**config.mk**
```make
export PLATFORM = sky130hd
export DESIGN_NAME = tft_queue
export DESIGN_NICKNAME = d
export VERILOG_FILES = /design/src/rtl/tft_pkg.sv /design/src/rtl/tft_queue.sv
export SDC_FILE = /design/constraint.sdc
export NUM_CORES = 1
export LEC_CHECK = 0
export BUFFER_PORTS_ARGS = -buffer_cell sky130_fd_sc_hd__buf_2
export CELL_PAD_IN_SITES_DETAIL_PLACEMENT = 1
export CELL_PAD_IN_SITES_GLOBAL_PLACEMENT = 1
export CORE_ASPECT_RATIO = 1.1
export CORE_MARGIN = 2
export CORE_UTILIZATION = 35
export CTS_CLUSTER_DIAMETER = 100
export DETAILED_ROUTE_END_ITERATION = 7
export PLACE_DENSITY_LB_ADDON = 0.1
export SLEW_MARGIN = 10
export SYNTH_ARGS = -nofsm -noshare
export SYNTH_HDL_FRONTEND = slang
export SYNTH_SLANG_ARGS = --single-unit
```
**constraint.sdc**
```tcl
create_clock -name clk -period 9.1 [get_ports clk]
set_clock_uncertainty 0.15 [all_clocks]
set_input_delay 1.82 -clock clk [delete_from_list [all_inputs] [get_ports clk]]
set_output_delay 1.82 -clock clk [all_outputs]
set_load 0.01 [all_outputs]
```
**src/rtl/tft_pkg.sv**
```systemverilog
// Package with shared types, constants and codes of the TCP flow tracker.
package tft_pkg;

    localparam int DEF_FLOW_ENTRIES = 256;
    localparam logic [15:0] DEF_CLIENT_PORT_THRESHOLD = 16'd1024;
    localparam int QUEUE_DEPTH = 2;

    localparam logic [7:0] FLG_FIN = 8'h01;
    localparam logic [7:0] FLG_SYN = 8'h02;
    localparam logic [7:0] FLG_RST = 8'h04;
    localparam logic [7:0] FLG_PSH = 8'h08;
    localparam logic [7:0] FLG_ACK = 8'h10;

    localparam logic [2:0] HS_ALL = 3'b111;

    localparam logic REC_CLOSED     = 1'b0;
    localparam logic REC_TABLE_FULL = 1'b1;

    typedef enum logic [1:0] {
        OP_NONE   = 2'd0,
        OP_PUSH   = 2'd1,
        OP_CLOSE  = 2'd2,
        OP_INSERT = 2'd3
    } tft_op_t;

    typedef struct packed {
        logic [31:0] client_address;
        logic [31:0] server_address;
        logic [15:0] client_side_port;
        logic [15:0] server_side_port;
    } tft_key_t;

    typedef struct packed {
        tft_op_t     op;
        tft_key_t    key;
        logic [47:0] client_mac;
        logic [31:0] seconds;
        logic [15:0] length;
    } tft_cmd_t;

    typedef struct packed {
        tft_key_t    key;
        logic [47:0] client_mac;
        logic [31:0] start_seconds;
        logic [39:0] byte_total;
        logic [31:0] packet_total;
    } tft_entry_t;

endpackage

```
**src/rtl/tft_queue.sv**
```systemverilog
// Short command queue between the front end and the table engine.
module tft_queue (
    input  logic              clk,
    input  logic              rst_n,
    input  logic              push,
    input  tft_pkg::tft_cmd_t push_cmd,
    output logic              full,
    input  logic              pop,
    output tft_pkg::tft_cmd_t pop_cmd,
    output logic              empty
);
    import tft_pkg::*;

    localparam int PTR_W = (QUEUE_DEPTH > 1) ? $clog2(QUEUE_DEPTH) : 1;
    localparam int CNT_W = $clog2(QUEUE_DEPTH + 1);

    tft_cmd_t           slot_reg [QUEUE_DEPTH];
    logic [PTR_W-1:0]   wr_ptr_reg;
    logic [PTR_W-1:0]   rd_ptr_reg;
    logic [CNT_W-1:0]   count_reg;
    logic               do_push;
    logic               do_pop;

    assign full    = count_reg == CNT_W'(QUEUE_DEPTH);
    assign empty   = count_reg == '0;
    assign pop_cmd = slot_reg[rd_ptr_reg];
    assign do_push = push && !full;
    assign do_pop  = pop && !empty;

    always_ff @(posedge clk)
    begin
        if (do_push)
        begin
            slot_reg[wr_ptr_reg] <= push_cmd;
        end
    end

    always_ff @(posedge clk or negedge rst_n)
    begin
        if (!rst_n)
        begin
            wr_ptr_reg <= '0;
            rd_ptr_reg <= '0;
            count_reg  <= '0;
        end
        else
        begin
            if (do_push)
            begin
                wr_ptr_reg <= (wr_ptr_reg == PTR_W'(QUEUE_DEPTH - 1)) ? '0 : wr_ptr_reg + 1'b1;
            end
            if (do_pop)
            begin
                rd_ptr_reg <= (rd_ptr_reg == PTR_W'(QUEUE_DEPTH - 1)) ? '0 : rd_ptr_reg + 1'b1;
            end
            if (do_push && !do_pop)
            begin
                count_reg <= count_reg + 1'b1;
            end
            else if (do_pop && !do_push)
            begin
                count_reg <= count_reg - 1'b1;
            end
        end
    end

endmodule

```
==> out/metrics.cfg, run 1 <==
[power_and_ir_drop]
p_leak_nw=7.34
p_total_mw=6.18
ir_worst_vdd_v=0.000186
p_per_area_nw_per_um2=331

[cts]
cts_tree=yes
cts-root-buf=clkbuf_16
clk-insertion-delay-late_ns=0.55
cts_sinks=392
htree_levels=2
cts_buffers=42
clk_path_buf_depth=3
cts-resized-gates=0
post_cts_buffers=0
holdBufCountCts=0
clk_pin_slew_ns=0.06

[logic_synthesis]
ys_ff_latch=392
syn_avg_cell_area_um2=23.8
ys_seq_area_frac=0.793
syn_nets=822
yosys-top-cells-count=edfxtp_1, mux2_4, mux2_2, buf_6
synth_cell_types=15
yosysWarnings=0
yosysTopAreaCellShare=0.786
syn_inst=623
synth.area.top_cells=edfxtp_1, mux2_4, mux2_2
yosys.area.top_type=edfxtp_1
async_reset_ff_frac=0.0102
synth.most_common_cell=edfxtp_1
synth_edf_count=388
syn_area_um2=14800
synth_top_flop_cell=edfxtp_1

[global_route]
grt_max_degree=105
antenna_found_initial=10
grt_pass1_vias=7804
grt_overflow_total=0
track_usage=0.147
grt_first_pass_wirelength_um=48100

[worst_setup_path]
r2r-start=count_reg[0]
crit_path_cell_trace=buf_4 -> mux2_2 -> buf_2
cp-startpoint=rd_ptr_reg
cp-start-kind=flip-flop
crit_type=flip-flop to primary output
cp_max_fo=53
cp.arrival_ns=3.03
crit_required_ns=7.13
worst_setup_path_end_kind=primary output
slowest_stage=dfrtp_4
critPathMaxStageDelay_ns=1.09

[die]
die-height_um=220
num_rows=79
start_util=0.353
die_w_um=200
num_io_pins=394
dieArea_um2=44000
core_area_um2=42000

[timing]
hold_slack_ns=0.380
tns_ns=0
worst_slack_ns=4.10
tightestPinTransition_ns=1.04
fin_crit_sh=0.550
period_minus_slack_ns=5.00
slew_violations=0
maxSlewHeadroom=0.305
rsz0062_at_grt=no
max_freq_mhz=200
setup-violations-final=0
hold_viol=0

[hold_path]
worstHoldStart=count_reg[1]
hold_path.class=flip-flop to flip-flop

[cells_and_area]
fillCellCount=4076
area_growth_pct=26.1
drive_above_1_share=0.605
multi_input_area_um2=2850
nets=1245
finish.instance_area_um2=18700
seq_area_um2=11800
largest_reg_flops=388

[run]
cap_viol_max_count=0

[detailed_routing]
drt_wl_total_um=33300
route.detailed.wl_per_inst_um=20.2
drt_iter0_drc=299
final_antenna_net_count=0
firstDrtPassIters=4
vias=7209
routed_via_density=4.38
drc_errors=0

[placed_design]
dpl-instance-area_um2=17400
dpl.hpwl_um=22200
place_worst_setup_slack_ns=4.62
gp_congestion=0.727
port_buffers=393

[run_status]
status=finished clean

[final timing paths]
path	end	cells past startpoint	slack [ns]
max	pop_cmd[166]	3	4.10
min	count_reg[1]	1	0.38
max reg2reg	slot_reg[1][157]	3	6.18
min reg2reg	count_reg[1]	1	0.38
max in group asynchronous	rd_ptr_reg	1	7.74
min in group asynchronous	count_reg[1]	1	0.92
[kinds of logic (layout without fill, tap and decap cells)]
family                   Yosys count  count (layout)  synth area share
flip-flops                       392             392             0.793
XOR/XNOR                           5               5           0.00296
multiplexers                     194             194             0.185
buffers and inverters             24             477            0.0155
other                              0               3                 0
adder cells (fa/ha/maj)            1               1          0.000844
AND/OR/NAND/NOR                    6               6           0.00186
AO/OA/AOI/OAI                      1               1          0.000337
[critical path, delay by kind of cell, from the launching register on]
kind	cells	cell delay [ns]
DFF	1	1.09
muxes	1	0.41
buffers and inverters	2	0.89
[cell type report]
type                    instances  share of cell area
flip-flops and latches        392               0.629
multi-input cells             207               0.152
repair buffers                401               0.109
clock buffers                  54              0.0603
well taps                     567              0.0380
clock inverters                20              0.0102
inverters                       2            0.000402
diodes                          3            0.000402
[through the flow]
stage / std cells / utilization
after floorplan: 623 / -
after global placement: 1569 / 0.413
after detailed placement: 1569 / 0.413
after CTS: 1643 / 0.445
after global routing: 1645 / 0.445
final: 1646 / 0.445
[report_power, final]
group	internal, mW	total, mW	switching (mW)
registers	2.47	2.64	0.164
clock network	0.983	1.65	0.664
logic	0.925	1.89	0.969
[per-layer routing]
metal  part of all wire  global-route usage  vias up
li1                   -                   -     3331
met1               0.38               0.164     3573
met2               0.51               0.252      226
met3              0.079              0.0538       65
met4              0.030              0.0674       14
met5             0.0026                   0        -
[layout by cell type (no fill, tap or decap)]
cell type,n
buf_12,1
inv_1,2
nand2_1,1
clkinv_2,4
xnor2_1,3
nor2_1,2
mux2_4,150
mux2_2,44
nor2_4,1
bufinv_16,4
inv_6,1
xor2_1,2
edfxtp_1,388
buf_4,7
o21ai_0,1
diode_2,3
ha_1,1
clkinv_1,11
dfrtp_4,1
clkbuf_8,1
nand2b_1,1
buf_2,393
dfrtp_1,3
and3_4,1
clkbuf_1,10
clkbuf_16,43
Power figures use the tool's default switching activity.
==> run 2: changes to the inputs <==
--- a/config.mk
+++ b/config.mk
@@ -5,6 +5,7 @@
 export SDC_FILE = /design/constraint.sdc
 export NUM_CORES = 1
 export LEC_CHECK = 0
+export ABC_AREA = 1
 export BUFFER_PORTS_ARGS = -buffer_cell sky130_fd_sc_hd__buf_2
 export CELL_PAD_IN_SITES_DETAIL_PLACEMENT = 1
 export CELL_PAD_IN_SITES_GLOBAL_PLACEMENT = 1
==> constraint.sdc (replaced) <==
create_clock -name clk -period 4.4 [get_ports clk]
set_clock_uncertainty 0.15 [all_clocks]
set_input_delay 0.88 -clock clk [delete_from_list [all_inputs] [get_ports clk]]
set_output_delay 0.88 -clock clk [all_outputs]
set_load 0.01 [all_outputs]
==> out/metrics.cfg, run 2 <==
[cells_and_area]
layout_common_cells=nand2_1, buf_2, edfxtp_1
area_growth_pct=26.9
largest_reg_flops=388  ; unchanged
finish.instance_area_um2=18300  ; -2.1%
layout_commonest_cell=nand2_1
fillCellCount=4300  ; +5.5%
nets=1658  ; +33%
drive_above_1_share=0.316  ; -0.289

[power_and_ir_drop]
p_total_mw=12.6  ; +100%
p_leak_nw=7.79  ; +6.0%
p_sw_frac=0.345  ; +0.0545
internal_power_mw=8.27  ; +89%
p_switching_mw=4.36  ; +140%
p_per_area_nw_per_um2=690  ; +110%
ir_worst_vdd_v=0.000523  ; +180%
comb_power_share=0.320  ; +0.013
seq_power_share=0.418  ; -0.009
pwr-share-clk=0.262  ; -0.004

[logic_synthesis]
synth.area.top_cells=edfxtp_1, nand2_1, buf_6
ys_ff_latch=392  ; unchanged
synth.most_common_cell=nand2_1
synth_top_flop_cell=edfxtp_1
syn_avg_cell_area_um2=13.8  ; -42%
yosysTopAreaCellShare=0.809  ; +0.0223
ys_seq_area_frac=0.816  ; +0.0225
synth_edf_count=388  ; unchanged
syn_inst=1045  ; +68%
synth_cell_types=15  ; unchanged
syn_nets=1244  ; +51%
async_reset_ff_frac=0.0102  ; unchanged
syn_area_um2=14400  ; -2.8%
yosys-top-cells-count=nand2_1, edfxtp_1, buf_2, buf_6, buf_4
yosys.area.top_type=edfxtp_1
yosysWarnings=0  ; unchanged

[worst_setup_path]
worst_setup_path_end_kind=primary output
r2r-start=count_reg[1]
r2r-end=slot_reg[0][9]
crit_required_ns=3.37  ; -3.76 ns
cp_max_fo=83  ; +57%
r2r_cells=6  ; +3
crit_end=pop_cmd[77]
cp-startpoint=rd_ptr_reg
rrSetupSlack_ns=2.07  ; -4.11 ns
crit_type=flip-flop to primary output
cp-start-kind=flip-flop
cp.arrival_ns=2.34  ; -0.69 ns

[timing]
worst_slack_ns=1.03  ; -3.07 ns
rsz0062_at_grt=no
fin_crit_sh=0.766
maxSlewHeadroom=0.348  ; +0.0435
hold_slack_ns=0.356  ; -0.0243 ns
tightestPinTransition_ns=0.977  ; -0.0653 ns
max_freq_mhz=297
hold_viol=0  ; unchanged
setup-violations-final=0  ; unchanged
slew_violations=0  ; unchanged
period_minus_slack_ns=3.37

[placed_design]
place_worst_setup_slack_ns=1.52  ; -3.10 ns
dpl.hpwl_um=24500  ; +10%
gp_congestion=0.750  ; +3.2%
port_buffers=393  ; unchanged
dpl-instance-area_um2=17000  ; -2.3%

[die]
core_area_um2=40400  ; -3.9%
start_util=0.357  ; +0.00421
dieArea_um2=42800  ; -2.7%
die-height_um=217  ; -1.4%
num_rows=77  ; -2.5%
die_w_um=197  ; -1.4%
num_io_pins=394  ; unchanged

[detailed_routing]
firstDrtPassIters=4  ; unchanged
drt_wl_total_um=37100  ; +11%
final_antenna_net_count=0  ; unchanged
routed_via_density=4.54  ; +3.8%
drc_errors=0  ; unchanged
route.detailed.wl_per_inst_um=18.4  ; -9.0%
drt_iter0_drc=361  ; +21%
vias=9157  ; +27%

[cts]
cts_sinks=392  ; unchanged
cts_tree=yes
clk_path_buf_depth=3  ; unchanged
cts-resized-gates=0  ; unchanged
htree_levels=2  ; unchanged
cts_buffers=42  ; unchanged
clk_pin_slew_ns=0.06  ; about the same
clk-insertion-delay-late_ns=0.53  ; -0.02 ns
cts-root-buf=clkbuf_16

[hold_path]
hold_path.class=flip-flop to flip-flop
min_path_cells=2  ; +1

[global_route]
grt_max_degree=196  ; +87%
grt_overflow_total=0  ; unchanged
antenna_found_initial=17  ; +7
track_usage=0.169  ; +0.0217
grt_first_pass_wirelength_um=54600  ; +14%
grt_pass1_vias=9500  ; +22%

[run]
cap_viol_max_count=0  ; unchanged

[run_status]
status=finished clean

run 2: worst min path at each step:
stage | to | from
floorplan | wr_ptr_reg | wr_ptr_reg
global placement | wr_ptr_reg | wr_ptr_reg
detailed placement | wr_ptr_reg | wr_ptr_reg
CTS | slot_reg[1][134] | push_cmd[134]
global route | slot_reg[1][146] | push_cmd[146]
finish | wr_ptr_reg | wr_ptr_reg
run 2: cells by family after synthesis:
kind of cell             Yosys count  share of synthesized area
AO/OA/AOI/OAI                      2                   0.000695
XOR/XNOR                           1                   0.000608
adder cells (fa/ha/maj)            1                   0.000868
buffers and inverters             51                     0.0260
flip-flops                       392                      0.816
AND/OR/NAND/NOR                  598                      0.156
run 2: layout make-up:
cell class,instances,area [um2],area share
clock inverter,21,124,0.00677
sequential,392,11800,0.643
timing repair buffer,413,2220,0.121
inverter,8,51.3,0.00280
multi-input combinational,602,2300,0.126
antenna,10,25.0,0.00137
tap,513,642,0.0351
clock buffer,56,1170,0.0638
run 2: stage by stage:
step                      instances  utilization  TNS (ns)
after floorplan                1045            -    -11.38
final                          2015        0.453         0
after global placement         1927        0.420         0
after global routing           2009        0.453         0
after detailed placement       1927        0.420         0
after CTS                      2005        0.452         0
run 2: timing repair:
item | in CTS | in global routing
hold buffers | 1 | 0
endpoints found under the hold margin | 4 | 0
buffers inserted | 0 | 0
run 2: metal layers:
metal	share of wire	routed length [um]	track usage
met3	0.096	3540	0.0656
met4	0.026	950	0.0556
met2	0.47	17300	0.274
met1	0.41	15100	0.206
met5	0.0031	115	0
run 2: power groups by stage:
| stage | sequential, mW | clock, mW | combinational (mW) |
|---|---|---|---|
| global route | 5.35 | 3.54 | 4.52 |
| global placement | 5.33 | 0 | 4.12 |
| detailed placement | 5.36 | 0 | 4.16 |
| floorplan | 5.40 | 0 | 2.37 |
| CTS | 5.29 | 3.42 | 4.18 |
| finish | 5.28 | 3.31 | 4.04 |
run 2: critical path: stages, from the launching register on:
cell and delay, ns:
dfrtp_4 0.51, inv_6 0.46, buf_12 0.39, nand2_1 0.09
nand2_1 0.12, buf_2 0.15
==> run 3: changes to the inputs <==
==> constraint.sdc (replaced) <==
create_clock -name clk -period 2.7 [get_ports clk]
set_clock_uncertainty 0.15 [all_clocks]
set_input_delay 0.54 -clock clk [delete_from_list [all_inputs] [get_ports clk]]
set_output_delay 0.54 -clock clk [all_outputs]
set_load 0.01 [all_outputs]
==> out/metrics.cfg, run 3 (same netlist as run 2, synthesis figures left out) <==
[run_status]
status=finished clean

[detailed_routing]
drt_wl_total_um=39000  ; +5.2%
routed_via_density=4.56  ; +0.35%
route.detailed.wl_per_inst_um=18.5  ; +0.66%
firstDrtPassIters=5  ; +1
final_antenna_net_count=0  ; unchanged
vias=9604  ; +4.9%
drt_iter0_drc=322  ; -11%
drc_errors=0  ; unchanged

[hold_path]
hold_path.class=primary input to flip-flop
min_path_cells=1  ; -1

[cells_and_area]
final_core_util=0.483  ; +0.0296
finish.instance_area_um2=19500  ; +6.5%
layout_common_cells=nand2_1, buf_2, edfxtp_1
area_growth_pct=35.2
layout_commonest_cell=nand2_1
drive_above_1_share=0.304  ; -0.0123
nets=1758  ; +6.0%
final_cells=2106  ; +4.5%
fillCellCount=4281  ; -0.44%
largest_reg_flops=388  ; unchanged

[power_and_ir_drop]
p_leak_nw=8.33  ; +6.9%
p_per_area_nw_per_um2=1100  ; +59%
ir_worst_vdd_v=0.000765  ; +46%
p_total_mw=21.4  ; +70%

[cts]
clk_path_buf_depth=3  ; unchanged
cts_tree=yes
cts_sinks=392  ; unchanged
cts_buffers=42  ; unchanged
clk_pin_slew_ns=0.06  ; about the same
cts-root-buf=clkbuf_16
htree_levels=2  ; unchanged
clk-insertion-delay-late_ns=0.55  ; +0.02 ns

[placed_design]
dpl.hpwl_um=24700  ; +0.83%
post-place-cells=1926  ; -0.052%
port_buffers=393  ; unchanged
dpl-instance-area_um2=17000  ; +0.18%
gp_congestion=0.743  ; -0.92%

[timing]
max_freq_mhz=389
setup-violations-final=0  ; unchanged
maxSlewHeadroom=0.594  ; +0.246
period_minus_slack_ns=2.57
hold_viol=0  ; unchanged
rsz0062_at_grt=no
fin_crit_sh=0.952
tightestPinTransition_ns=0.609  ; -0.368 ns
hold_slack_ns=0.0347  ; -0.321 ns
slew_violations=0  ; unchanged

[die]
core_area_um2=40400  ; unchanged
num_rows=77  ; unchanged
num_io_pins=394  ; unchanged
die_w_um=197  ; unchanged
die-height_um=217  ; unchanged
start_util=0.357  ; unchanged
dieArea_um2=42800  ; unchanged

[global_route]
track_usage=0.176  ; +0.00693
grt_max_degree=93  ; -53%
grt_overflow_total=0  ; unchanged
grt_first_pass_wirelength_um=57000  ; +4.4%
grt_pass1_vias=9939  ; +4.6%
antenna_found_initial=7  ; -10

[worst_setup_path]
cp.arrival_ns=1.88  ; -0.46 ns
worstSetupPathDepth=5  ; unchanged
worst_setup_path_end_kind=primary output
path_buf_inv=3  ; unchanged
crit_family=buffers and inverters
crit_required_ns=2.01  ; -1.36 ns
critPathMaxStageDelay_ns=0.54  ; +0.03 ns
cp_max_fo=32  ; -61%
slowest_stage=dfrtp_4
crit_type=flip-flop to primary output
r2r_cells=3  ; -3
cp_common_cell=nand2_1
crit_path_cell_trace=clkinv_8 -> bufbuf_16 -> nand2_1 -> nand2_1 -> buf_2
cp-start-kind=flip-flop

[run]
cap_viol_max_count=0  ; unchanged

==> run 3: worst paths after layout <==
path	start	endpoint	slack (ns)
worst max-delay path	rd_ptr_reg	pop_cmd[155]	0.13
worst min-delay path	push_cmd[152]	slot_reg[0][152]	0.03
worst max register to register	count_reg[0]	slot_reg[1][73]	0.69
worst min register to register	wr_ptr_reg	wr_ptr_reg	0.34
max in group asynchronous	rst_n	rd_ptr_reg	2.05
min in group asynchronous	rst_n	wr_ptr_reg	0.20
==> run 3: layout make-up <==
type,count,area [um2],area share
Sequential cell,392,11800,0.603
Timing Repair Buffer,512,3390,0.174
Multi-Input combinational cell,602,2290,0.118
Clock buffer,59,1210,0.0620
Tap cell,513,642,0.0329
Clock inverter,18,138,0.00706
Inverter,8,46.3,0.00238
Timing Repair inverter,1,8.76,0.000449
Antenna cell,1,2.50,0.000128
==> run 3: layer usage <==
layer	share of wire	track usage	vias up
li1	-	-	4564
met1	0.40	0.214	4662
met2	0.50	0.296	308
met3	0.080	0.0558	58
met4	0.020	0.0574	12
met5	0.0021	0	-
==> run 3: repair_timing <==
action	4_1_cts	5_1_grt
setup buffers	0	2
endpoints found under the setup margin	76	178
pin swaps	0	0
gates resized for setup	2	8
hold endpoints to repair	186	0
cloned	1	4
hold buffers	95	0
==> run 3: through the flow <==
stage	worst slack [ns]	setup TNS [ns]
finish	0.128	0
global route	0.00278	0
CTS	-0.0759	-2.71
detailed placement	0.505	0
global placement	0.506	0
floorplan	-1.50	-579.48
==> run 3: power by group <==
group	leakage [nW]	total [mW]	switching, mW	internal (mW)
Sequential	3.66	8.63	0.340	8.29
Combinational	4.01	7.19	4.71	2.48
Clock	0.658	5.60	2.29	3.31
Total	8.33	21.4	7.33	14.1
