`config.mk`:
```
export PLATFORM = sky130hd
export DESIGN_NAME = tft_front_flat
export DESIGN_NICKNAME = d
export VERILOG_FILES = /design/src/rtl/tft_pkg.sv /design/src/rtl/tft_ifs.sv /design/src/rtl/tft_front.sv /design/src/flat_wrapper.sv
export SDC_FILE = /design/constraint.sdc
export NUM_CORES = 1
export LEC_CHECK = 0
export BUFFER_PORTS_ARGS = -buffer_cell sky130_fd_sc_hd__buf_2
export CORE_AREA = 4 4 178 180
export DETAILED_ROUTE_END_ITERATION = 8
export DIE_AREA = 0 0 182 184
export SETUP_SLACK_MARGIN = 0.2
export SYNTH_ARGS = -nofsm -noshare
export SYNTH_HDL_FRONTEND = slang
export SYNTH_SLANG_ARGS = --single-unit
```
`constraint.sdc`:
```
create_clock -name clk -period 2.5 [get_ports clk]
set_input_delay 0.125 -clock clk [delete_from_list [all_inputs] [get_ports clk]]
set_output_delay 0.125 -clock clk [all_outputs]
set_load 0.02 [all_outputs]
```
`src/rtl/tft_pkg.sv`:
```
// Package with shared types, constants and codes of the TCP flow tracker.
package tft_pkg;

    localparam int DEF_FLOW_ENTRIES = 256;
    localparam logic [15:0] DEF_CLIENT_PORT_THRESHOLD = 16'd1024;
    localparam int QUEUE_DEPTH = 2;

    localparam logic [7:0] FLG_FIN = 8'h01;
    localparam logic [7:0] FLG_SYN = 8'h02;
    localparam logic [7:0] FLG_RST = 8'h04;
    localparam logic [7:0] FLG_PSH = 8'h08;
    localparam logic [7:0] FLG_ACK = 8'h10;

    localparam logic [2:0] HS_ALL = 3'b111;

    localparam logic REC_CLOSED     = 1'b0;
    localparam logic REC_TABLE_FULL = 1'b1;

    typedef enum logic [1:0] {
        OP_NONE   = 2'd0,
        OP_PUSH   = 2'd1,
        OP_CLOSE  = 2'd2,
        OP_INSERT = 2'd3
    } tft_op_t;

    typedef struct packed {
        logic [31:0] client_address;
        logic [31:0] server_address;
        logic [15:0] client_side_port;
        logic [15:0] server_side_port;
    } tft_key_t;

    typedef struct packed {
        tft_op_t     op;
        tft_key_t    key;
        logic [47:0] client_mac;
        logic [31:0] seconds;
        logic [15:0] length;
    } tft_cmd_t;

    typedef struct packed {
        tft_key_t    key;
        logic [47:0] client_mac;
        logic [31:0] start_seconds;
        logic [39:0] byte_total;
        logic [31:0] packet_total;
    } tft_entry_t;

endpackage

```
`src/rtl/tft_ifs.sv`:
```
// Valid/ready channel interfaces for packet headers and flow records.
interface tft_pkt_if;
    logic        valid;
    logic        ready;
    logic [47:0] source_mac;
    logic [47:0] destination_mac;
    logic [31:0] source_ip;
    logic [31:0] destination_ip;
    logic [15:0] source_port;
    logic [15:0] destination_port;
    logic [7:0]  tcp_flags;
    logic [15:0] captured_length;
    logic [31:0] timestamp_seconds;

    modport source (output valid, source_mac, destination_mac, source_ip, destination_ip,
                    source_port, destination_port, tcp_flags, captured_length,
                    timestamp_seconds, input ready);
    modport sink (input valid, source_mac, destination_mac, source_ip, destination_ip,
                  source_port, destination_port, tcp_flags, captured_length,
                  timestamp_seconds, output ready);
endinterface


```
`src/rtl/tft_front.sv`:
```
// Front end: orients the key, tracks handshake flags and issues table commands.
module tft_front (
    input  logic            clk,
    input  logic            rst_n,
    input  logic [15:0]     threshold,
    tft_pkt_if.sink         pkt,
    input  logic            q_full,
    output logic            q_push,
    output tft_pkg::tft_cmd_t q_cmd
);
    import tft_pkg::*;

    logic [2:0] hs_reg;
    logic [2:0] hs_next;
    logic       is_client;
    tft_op_t    op;

    assign is_client = pkt.source_port > threshold;
    assign pkt.ready = !q_full;

    always_comb
    begin
        hs_next = hs_reg;
        op      = OP_NONE;
        if (pkt.tcp_flags == FLG_SYN)
        begin
            hs_next = hs_reg | 3'b001;
        end
        else if (pkt.tcp_flags == (FLG_SYN | FLG_ACK))
        begin
            hs_next = hs_reg | 3'b010;
        end
        else if (pkt.tcp_flags == FLG_ACK)
        begin
            hs_next = hs_reg | 3'b100;
        end
        else if (pkt.tcp_flags == (FLG_FIN | FLG_ACK) || pkt.tcp_flags == FLG_RST)
        begin
            hs_next = 3'b000;
            op      = OP_CLOSE;
        end
        else if (pkt.tcp_flags == (FLG_PSH | FLG_ACK))
        begin
            hs_next = 3'b000;
            op      = OP_PUSH;
        end
        // A close or push clears the flags, so only a flag-only word can insert.
        if (op == OP_NONE && hs_next == HS_ALL)
        begin
            op = OP_INSERT;
        end
    end

    always_comb
    begin
        q_cmd.op = op;
        if (is_client)
        begin
            q_cmd.key.client_address   = pkt.source_ip;
            q_cmd.key.server_address   = pkt.destination_ip;
            q_cmd.key.client_side_port = pkt.source_port;
            q_cmd.key.server_side_port = pkt.destination_port;
            q_cmd.client_mac           = pkt.source_mac;
        end
        else
        begin
            q_cmd.key.client_address   = pkt.destination_ip;
            q_cmd.key.server_address   = pkt.source_ip;
            q_cmd.key.client_side_port = pkt.destination_port;
            q_cmd.key.server_side_port = pkt.source_port;
            q_cmd.client_mac           = pkt.destination_mac;
        end
        q_cmd.seconds = pkt.timestamp_seconds;
        q_cmd.length  = pkt.captured_length;
    end

    assign q_push = pkt.valid && !q_full && op != OP_NONE;

    always_ff @(posedge clk or negedge rst_n)
    begin
        if (!rst_n)
        begin
            hs_reg <= 3'b000;
        end
        else if (pkt.valid && !q_full)
        begin
            hs_reg <= hs_next;
        end
    end

endmodule

```
`src/flat_wrapper.sv`:
```
// flat-port wrapper written by rule: the top's interface ports become plain ports
module tft_front_flat import tft_pkg::*;
  (clk, rst_n, threshold, q_full, q_push, q_cmd, pkt_valid, pkt_source_mac, pkt_destination_mac, pkt_source_ip, pkt_destination_ip, pkt_source_port, pkt_destination_port, pkt_tcp_flags, pkt_captured_length, pkt_timestamp_seconds, pkt_ready);
  tft_pkt_if pkt_i ();
  input  logic clk;
  input  logic rst_n;
  input  logic [15:0] threshold;
  input  logic q_full;
  output logic q_push;
  output tft_pkg::tft_cmd_t q_cmd;
  input wire logic [$bits(pkt_i.valid)-1:0] pkt_valid;
  input wire logic [$bits(pkt_i.source_mac)-1:0] pkt_source_mac;
  input wire logic [$bits(pkt_i.destination_mac)-1:0] pkt_destination_mac;
  input wire logic [$bits(pkt_i.source_ip)-1:0] pkt_source_ip;
  input wire logic [$bits(pkt_i.destination_ip)-1:0] pkt_destination_ip;
  input wire logic [$bits(pkt_i.source_port)-1:0] pkt_source_port;
  input wire logic [$bits(pkt_i.destination_port)-1:0] pkt_destination_port;
  input wire logic [$bits(pkt_i.tcp_flags)-1:0] pkt_tcp_flags;
  input wire logic [$bits(pkt_i.captured_length)-1:0] pkt_captured_length;
  input wire logic [$bits(pkt_i.timestamp_seconds)-1:0] pkt_timestamp_seconds;
  output wire logic [$bits(pkt_i.ready)-1:0] pkt_ready;
  assign pkt_i.valid = pkt_valid;
  assign pkt_i.source_mac = pkt_source_mac;
  assign pkt_i.destination_mac = pkt_destination_mac;
  assign pkt_i.source_ip = pkt_source_ip;
  assign pkt_i.destination_ip = pkt_destination_ip;
  assign pkt_i.source_port = pkt_source_port;
  assign pkt_i.destination_port = pkt_destination_port;
  assign pkt_i.tcp_flags = pkt_tcp_flags;
  assign pkt_i.captured_length = pkt_captured_length;
  assign pkt_i.timestamp_seconds = pkt_timestamp_seconds;
  assign pkt_ready = pkt_i.ready;
  tft_front u_core (.clk(clk), .rst_n(rst_n), .threshold(threshold), .pkt(pkt_i), .q_full(q_full), .q_push(q_push), .q_cmd(q_cmd));
endmodule
```
==> results of run 1 <==
-- cells in the mapped netlist --
cell                       instances
sky130_fd_sc_hd__nor4_1            4
sky130_fd_sc_hd__buf_2             8
sky130_fd_sc_hd__mux2i_1           1
sky130_fd_sc_hd__nor2b_1           1
sky130_fd_sc_hd__buf_8             1
sky130_fd_sc_hd__nor4b_1           2
sky130_fd_sc_hd__inv_1            19
sky130_fd_sc_hd__nand2b_1          3
sky130_fd_sc_hd__nor3_1            3
sky130_fd_sc_hd__a22oi_1           1
sky130_fd_sc_hd__and2_1            1
sky130_fd_sc_hd__nand2_1          11
sky130_fd_sc_hd__buf_4            48
sky130_fd_sc_hd__mux2_2           84
sky130_fd_sc_hd__dfrtp_1           3
sky130_fd_sc_hd__nand4_1           2
sky130_fd_sc_hd__a21o_1            1
sky130_fd_sc_hd__o22ai_1           1
sky130_fd_sc_hd__ha_1             16
sky130_fd_sc_hd__xor2_1            1
sky130_fd_sc_hd__o21ai_1           2
sky130_fd_sc_hd__a31oi_4           1
sky130_fd_sc_hd__nor2_1           12
sky130_fd_sc_hd__a41oi_1           1
sky130_fd_sc_hd__a21oi_1           9
sky130_fd_sc_hd__o21ai_0           4
sky130_fd_sc_hd__mux2_1           60
sky130_fd_sc_hd__nand3_1           2
sky130_fd_sc_hd__buf_6             6
sky130_fd_sc_hd__a31oi_1           1
sky130_fd_sc_hd__clkbuf_1          1
-- layer usage --
metal	global-route usage	routed length, µm	vias to the layer above
met1	0.0830	5850	1712
met2	0.142	8360	287
met3	0.0281	1730	30
met5	0	20	-
li1	-	-	1757
met4	0.0303	635	2
-- per-stage QoR --
step	area (µm²)	setup WS (ps)
after CTS	5550	80.0
final	6440	53.2
after detailed placement	4830	-209
after global routing	6440	-44.1
after global placement	4830	-115
after floorplan	2800	341
-- cell families after synthesis --
kind of cell               after synthesis  share of synthesized area
AOI/OAI and AO/OA                       21                     0.0473
xor gates and xnor gates                 1                    0.00312
adders and majority gates               16                     0.0714
buffers and inverters                   83                      0.199
DFF                                      3                     0.0268
muxes                                  145                      0.582
and+or+nand+nor                         41                     0.0705
-- critical path, cell delays in order --
cell and delay [ps]:
sky130_fd_sc_hd__buf_6 110, sky130_fd_sc_hd__ha_4 260, sky130_fd_sc_hd__nand4_1 220, sky130_fd_sc_hd__nor3_2 210, sky130_fd_sc_hd__nor4_2 70, sky130_fd_sc_hd__buf_4 140
sky130_fd_sc_hd__a31oi_4 180, sky130_fd_sc_hd__buf_6 190, sky130_fd_sc_hd__buf_12 160, sky130_fd_sc_hd__clkbuf_16 160, sky130_fd_sc_hd__mux2_2 320, sky130_fd_sc_hd__buf_2 160
-- power breakdown --
part           switching, µW  leakage [µW]  total, µW  internal (µW)
Sequential              1.72     0.0000414       53.0           51.3
Combinational            974       0.00322       2130           1150
Clock                   39.0     0.0000382        249            210
-- final cells by class --
| type | instances | area [µm²] |
|---|---|---|
| multi-input combinational | 224 | 2650 |
| tap | 396 | 495 |
| inverter | 19 | 78.8 |
| fill | 3260 | 23800 |
| timing repair buffer | 403 | 3060 |
| sequential | 3 | 75.1 |
| clock buffer | 4 | 78.8 |
-- repair_timing --
item,in CTS,in global routing
cloned,7,4
gates resized for setup,108,230
setup buffers,5,0
setup endpoints to repair,144,144
endpoints found under the hold margin,3,0
pin swaps,4,0
hold buffers,1,0
-- worst min-delay path by stage --
stage                     startpoint                           end  slack, ps  cells after the start
final                          rst_n  u_core.hs_reg[2]$_DFFE_PN0P_        230                      2
after global routing           rst_n  u_core.hs_reg[2]$_DFFE_PN0P_        230                      2
after floorplan                rst_n  u_core.hs_reg[0]$_DFFE_PN0P_       -170                      0
after CTS                      rst_n  u_core.hs_reg[2]$_DFFE_PN0P_        250                      2
after detailed placement       rst_n  u_core.hs_reg[2]$_DFFE_PN0P_        -80                      1
after global placement         rst_n  u_core.hs_reg[2]$_DFFE_PN0P_        -80                      1
-- cells in the final DEF, fill, tap and decap left out, types with 10 or more instances in the layout --
cell                        n
sky130_fd_sc_hd__buf_2    269
sky130_fd_sc_hd__buf_4     10
sky130_fd_sc_hd__buf_6     99
sky130_fd_sc_hd__inv_1     14
sky130_fd_sc_hd__mux2_1    41
sky130_fd_sc_hd__mux2_2    13
sky130_fd_sc_hd__mux2_4    90
sky130_fd_sc_hd__nand2_1   10
sky130_fd_sc_hd__nor2_1    12
==> summary.txt, run 1 <==
FLOORPLANNING
--------------------------------------------------------------------------------
Starting density of the core ......................................       0.0929
Core outline area .................................................   0.0302 mm²
Standard-cell row count ...........................................           64
Number of primary I/O pins ........................................          464
Die Ht ............................................................       184 µm
Die Width .........................................................       182 µm
Full die area .....................................................   0.0335 mm²

LOGIC SYNTHESIS
--------------------------------------------------------------------------------
Number of instances in the synthesized netlist ....................          310
Top cell type by total area after synthesis ....................... sky130_fd_sc_hd__mux2_2
Sequential-to-total area share from yosys stat ....................       0.0268
Per-instance average area after synthesis .........................     9.04 µm²
Total number of yosys warnings ....................................            0
Synth top area cells .............................................. sky130_fd_sc_hd__mux2_2, sky130_fd_sc_hd__mux2_1, sky130_fd_sc_hd__buf_4
Synthesized Nets ..................................................          594
Synthesized cell area .............................................  0.00280 mm²
Number of synthesized register bits ...............................            3
Number of different library cells in the post-synthesis netlist ...           31
Yosys top cell area share .........................................        0.337

ROUTE
--------------------------------------------------------------------------------
Vias/cell .........................................................         3.61
Total vias in the final route .....................................         3788
Post-route ant nets ...............................................            0
Detailed-routing iteration count for the pre-antenna-repair pass ..            4
Detailed Route WL .................................................      16.6 mm
DRC violations left ...............................................            0
Initial detailed-routing violation count ..........................           54
WL per Instance ...................................................      15.8 µm

SETUP PATH
--------------------------------------------------------------------------------
Register-to-register setup slack ..................................      1830 ps
Element type at the critical path end .............................   output pin
Worst Reg-to-Reg Cells ............................................            2
Worst path required time ..........................................      2380 ps
R2R Path Start .................................................... u_core.hs_reg[1]$_DFFE_PN0P_
Startpoint types .................................................. primary input
Reg-to-reg critical path endpoint ................................. u_core.hs_reg[1]$_DFFE_PN0P_
Arrival time of the worst setup path ..............................      2320 ps
Critical Path Sink ................................................   q_cmd[128]
Start-to-end type of the worst setup path .........................       in2out
Max Fanout on Critical Path .......................................            6
Start point of the critical path .................................. pkt_source_port[15]

PLACE
--------------------------------------------------------------------------------
Number of input and output port buffers inserted ..................          367
Number of placed cells counting well taps .........................         1028
HPWL Detailed .....................................................      12.3 mm
Placer congestion estimate ........................................        0.881

STA
--------------------------------------------------------------------------------
Final worst-path cycle share ......................................        0.979
Setup TNS .........................................................         0 ps
Hold Vio Cnt, Final ...............................................            0
Fmax ..............................................................      409 MHz
Minimum clock period ..............................................      2450 ps
Post-route clock skew .............................................         0 ps
Setup repair after global routing missed its margin ...............         true
Worst hold margin .................................................       228 ps
Actual transition at the worst max-transition pin .................       505 ps
Setup Viol. Count Final ...........................................            0
Worst max-slew margin expressed relative to the limit .............        0.660
Final max-slew violation count ....................................            0

LAYOUT
--------------------------------------------------------------------------------
N_diodes ..........................................................            0
Area grow syn2layout ..............................................         130%
Final-stage net count .............................................          938
Number of cells in the finished layout apart from fillers .........         1049
Share of layout cells above drive strength 1 ......................        0.810
Util after Layout .................................................        0.213
Max reg flops .....................................................            3

CLOCK NETWORK
--------------------------------------------------------------------------------
CTS clk-pin slew, worst paths .....................................        30 ps
Worst-case clock buffer depth .....................................            2
Number of buffers added by the clock tree synthesis step ..........            3
Clock tree from TritonCTS .........................................        built
Worst-Skew Late Latency ...........................................       220 ps
Maximum level of the CTS H-tree ...................................            1
Clock tree root driver cell ....................................... sky130_fd_sc_hd__clkbuf_16
Clock sinks .......................................................            3

POWER
--------------------------------------------------------------------------------
Overall power of the completed layout .............................      2430 µW
Power density over the cells ......................................   377 mW/mm²
Leakage power .....................................................   0.00330 µW
Worst vdd rail ir drop ............................................       189 µV

JOB
--------------------------------------------------------------------------------
Number of violations of the max-capacitance limit .................            0

GRT
--------------------------------------------------------------------------------
Total global routing overflow .....................................            0
Number of antenna violations at the first check in global routing .            1
Number of global-route vias before repair .........................         3696
First-pass GRT wire length ........................................      20.4 mm
GR Util All Layers ................................................       0.0784
Maximum number of pins on one net before global-route repair ......           16

STATUS
--------------------------------------------------------------------------------
Run status ........................................................ finished clean

WORST HOLD PATH
--------------------------------------------------------------------------------
Type of the worst min-delay path ..................................     in2async

No activity file was read; power rests on OpenSTA's default activity.
==> run 2: changes to the inputs <==
- CORE_AREA: 4 4 178 180 -> 4 4 177 179
- DIE_AREA: 0 0 182 184 -> 0 0 181 183
- clock period: 2.5 -> 2.9 ns (I/O delays scaled with it)
==> run 2 against run 1 <==
Total power shrank 38%. Die area shrank 1.1%. Critical path depth shrank 1. Clock power shrank 12%. Flip-flop and latch count is the same. Non-clock buffer count shrank 22. Sequential power shrank 14%. Via count shrank 7.0%. Critical endpoint is now q_cmd[89].
==> summary.txt, run 2 (synthesized netlist as in run 1, its figures left out) <==
CLOCK NETWORK
--------------------------------------------------------------------------------
Worst-case clock buffer depth .....................................            2   unchanged
Worst-Skew Late Latency ...........................................       220 ps   about the same
Maximum level of the CTS H-tree ...................................            1   unchanged
Clock sinks .......................................................            3   unchanged
Number of buffers added by the clock tree synthesis step ..........            3   unchanged
Clock tree root driver cell ....................................... sky130_fd_sc_hd__clkbuf_16
Clock tree from TritonCTS .........................................        built
CTS clk-pin slew, worst paths .....................................        30 ps   about the same

STA
--------------------------------------------------------------------------------
Actual transition at the worst max-transition pin .................       495 ps   -10.5 ps
Fmax ..............................................................      385 MHz
Post-route clock skew .............................................         0 ps   unchanged
Worst max-slew margin expressed relative to the limit .............        0.667   +0.00707
Setup repair after global routing missed its margin ...............        false
Final max-slew violation count ....................................            0   unchanged
Minimum clock period ..............................................      2600 ps
Final worst-path cycle share ......................................        0.895
Post-route setup slack ............................................       304 ps   +251 ps
Setup TNS .........................................................         0 ps   unchanged
Hold Vio Cnt, Final ...............................................            0   unchanged
Setup Viol. Count Final ...........................................            0   unchanged

GRT
--------------------------------------------------------------------------------
First-pass GRT wire length ........................................      17.9 mm   -12%
Maximum number of pins on one net before global-route repair ......           62   +46
Busiest metal layer after global routing ..........................         met2
Total global routing overflow .....................................            0   unchanged
Met3 layer usage reported by global route .........................       0.0260   -0.00211
GR Util All Layers ................................................       0.0669   -0.0115
Routing usage on met1 .............................................       0.0737   -0.00929
Number of antenna violations at the first check in global routing .            0   -1
Global Route met2 Usage ...........................................        0.124   -0.0189
Number of global-route vias before repair .........................         3511   -5.0%

FLOORPLANNING
--------------------------------------------------------------------------------
Die Ht ............................................................       183 µm   -0.54%
Number of primary I/O pins ........................................          464   unchanged
Starting density of the core ......................................       0.0949   +0.00198
Die Width .........................................................       181 µm   -0.55%
Standard-cell row count ...........................................           63   -1.6%
Full die area .....................................................   0.0331 mm²   -1.1%
Core outline area .................................................   0.0296 mm²   -2.1%

ROUTE
--------------------------------------------------------------------------------
Total vias in the final route .....................................         3523   -7.0%
WL per Instance ...................................................      12.9 µm   -18%
DRC violations left ...............................................            0   unchanged
Detailed Route WL .................................................      13.2 mm   -20%
Vias/cell .........................................................         3.45   -4.4%
Initial detailed-routing violation count ..........................           71   +31%
Post-route ant nets ...............................................            0   unchanged
Detailed-routing iteration count for the pre-antenna-repair pass ..            4   unchanged

SETUP PATH
--------------------------------------------------------------------------------
Startpoint types .................................................. primary input
Worst path required time ..........................................      2760 ps   +380 ps
Element type at the critical path end .............................   output pin
Start-to-end type of the worst setup path .........................       in2out
Max Fanout on Critical Path .......................................           24   +18
Arrival time of the worst setup path ..............................      2450 ps   +130 ps
Register-to-register setup slack ..................................      2220 ps   +390 ps

POWER
--------------------------------------------------------------------------------
Comb power frac ...................................................        0.826   -0.050
Internal portion of total power ...................................       790 µW   -44%
Share of power burned in registers ................................        0.030   +0.008
Power density over the cells ......................................   306 mW/mm²   -19%
Power share of the clock group ....................................        0.144   +0.041
Net switching power ...............................................       722 µW   -29%
Net switching share of the total power ............................        0.478   +0.0599
Overall power of the completed layout .............................      1510 µW   -38%
Leakage power .....................................................   0.00252 µW   -23%
Worst vdd rail ir drop ............................................       122 µV   -35%

LAYOUT
--------------------------------------------------------------------------------
Max reg flops .....................................................            3   unchanged
Number of filler cells placed in the layout .......................         3349   +2.7%
Highest-count cells in the layout ignoring fill and taps .......... sky130_fd_sc_hd__buf_2, sky130_fd_sc_hd__mux2_2, sky130_fd_sc_hd__mux2_1, sky130_fd_sc_hd__inv_1, sky130_fd_sc_hd__ha_1
Number of cells in the finished layout apart from fillers .........         1021   -2.7%
Area grow syn2layout ..............................................        76.1%
N_diodes ..........................................................            0   unchanged
Register Area .....................................................     75.1 µm²   unchanged
Final-stage net count .............................................          916   -2.3%
Area occupied by multi-input gates ................................  0.00220 mm²   -17%
Share of layout cells above drive strength 1 ......................        0.746   -0.0637
Most common cell after layout, fill and taps aside ................ sky130_fd_sc_hd__buf_2

PLACE
--------------------------------------------------------------------------------
Worst slack, placed ...............................................     -3.18 ps   +206 ps
Placer congestion estimate ........................................        0.790   -10%
Number of input and output port buffers inserted ..................          367   unchanged
Number of placed cells counting well taps .........................         1011   -1.7%
HPWL Detailed .....................................................      11.7 mm   -5.3%

WORST HOLD PATH
--------------------------------------------------------------------------------
Type of the worst min-delay path ..................................     in2async

STATUS
--------------------------------------------------------------------------------
Run status ........................................................ finished clean

JOB
--------------------------------------------------------------------------------
Number of violations of the max-capacitance limit .................            0   unchanged

run 2: changes by cell type in the layout (fill, tap and decap cells not counted), moves of 2 or more:
cell / before / now
sky130_fd_sc_hd__buf_6: 99 / 0
sky130_fd_sc_hd__buf_2: 269 / 367
sky130_fd_sc_hd__mux2_4: 90 / 0
sky130_fd_sc_hd__mux2_2: 13 / 84
sky130_fd_sc_hd__mux2_1: 41 / 60
sky130_fd_sc_hd__buf_8: 8 / 0
sky130_fd_sc_hd__ha_1: 8 / 16
sky130_fd_sc_hd__ha_4: 8 / 0
sky130_fd_sc_hd__buf_16: 7 / 0
sky130_fd_sc_hd__inv_1: 14 / 19
sky130_fd_sc_hd__buf_4: 10 / 7
sky130_fd_sc_hd__inv_4: 3 / 0
sky130_fd_sc_hd__clkbuf_16: 7 / 5
sky130_fd_sc_hd__inv_2: 2 / 0
run 2: worst max-delay path: stages:
cell and delay, ps:
sky130_fd_sc_hd__buf_2 110, sky130_fd_sc_hd__ha_1 310, sky130_fd_sc_hd__nand4_1 90, sky130_fd_sc_hd__buf_4 170, sky130_fd_sc_hd__nor3_1 300, sky130_fd_sc_hd__nor4_2 110, sky130_fd_sc_hd__a31oi_4 280, sky130_fd_sc_hd__buf_12 210
sky130_fd_sc_hd__buf_12 180, sky130_fd_sc_hd__mux2_2 350, sky130_fd_sc_hd__buf_2 160
run 2: layer usage:
layer,routed length (µm),share of wire,vias up
met5,0,0,-
met4,226,0.017,0
met3,1460,0.11,10
met2,6620,0.50,246
met1,4910,0.37,1563
li1,-,-,1704
run 2: power groups by stage:
stage	Clock, µW	Sequential (µW)	Combinational, µW
after global routing	226	46.1	1340
after global placement	0	46.0	1200
after floorplan	0	45.9	856
after detailed placement	0	46.2	1210
final	218	45.7	1250
after CTS	221	45.7	1220
run 2: area by class of cell:
| type | count | share of cell area |
|---|---|---|
| Multi-Input combinational cell | 224 | 0.445 |
| Sequential cell | 3 | 0.0152 |
| Clock buffer | 4 | 0.0160 |
| Timing Repair Buffer | 381 | 0.411 |
| Tap cell | 390 | 0.0988 |
| Inverter | 19 | 0.0144 |
run 2: worst paths after layout:
check                                        startpoint                           end  depth (start not counted)
setup / recovery                    pkt_source_port[15]                     q_cmd[89]                         11
hold / removal                                    rst_n  u_core.hs_reg[0]$_DFFE_PN0P_                          2
setup reg to reg           u_core.hs_reg[1]$_DFFE_PN0P_  u_core.hs_reg[1]$_DFFE_PN0P_                          2
hold reg to reg            u_core.hs_reg[1]$_DFFE_PN0P_  u_core.hs_reg[1]$_DFFE_PN0P_                          2
max in group asynchronous                         rst_n  u_core.hs_reg[2]$_DFFE_PN0P_                          2
min in group clk                       pkt_tcp_flags[4]  u_core.hs_reg[1]$_DFFE_PN0P_                          3
run 2: through the flow:
step	area [µm²]	hold WS (ps)	util
final	4940	257	0.167
after global routing	4940	270	0.167
after CTS	4830	262	0.164
after detailed placement	4740	-57.8	0.160
after global placement	4740	-59.2	0.160
after floorplan	2800	-151	-
run 2: timing repair:
action                                  in CTS  in global routing
pin swaps                                    2                  3
hold buffers                                 1                  0
hold endpoints to repair                     3                  0
endpoints found under the setup margin     121                 80
setup buffers                                0                  3
resized for setup                            1                  3
gates cloned                                 0                  2
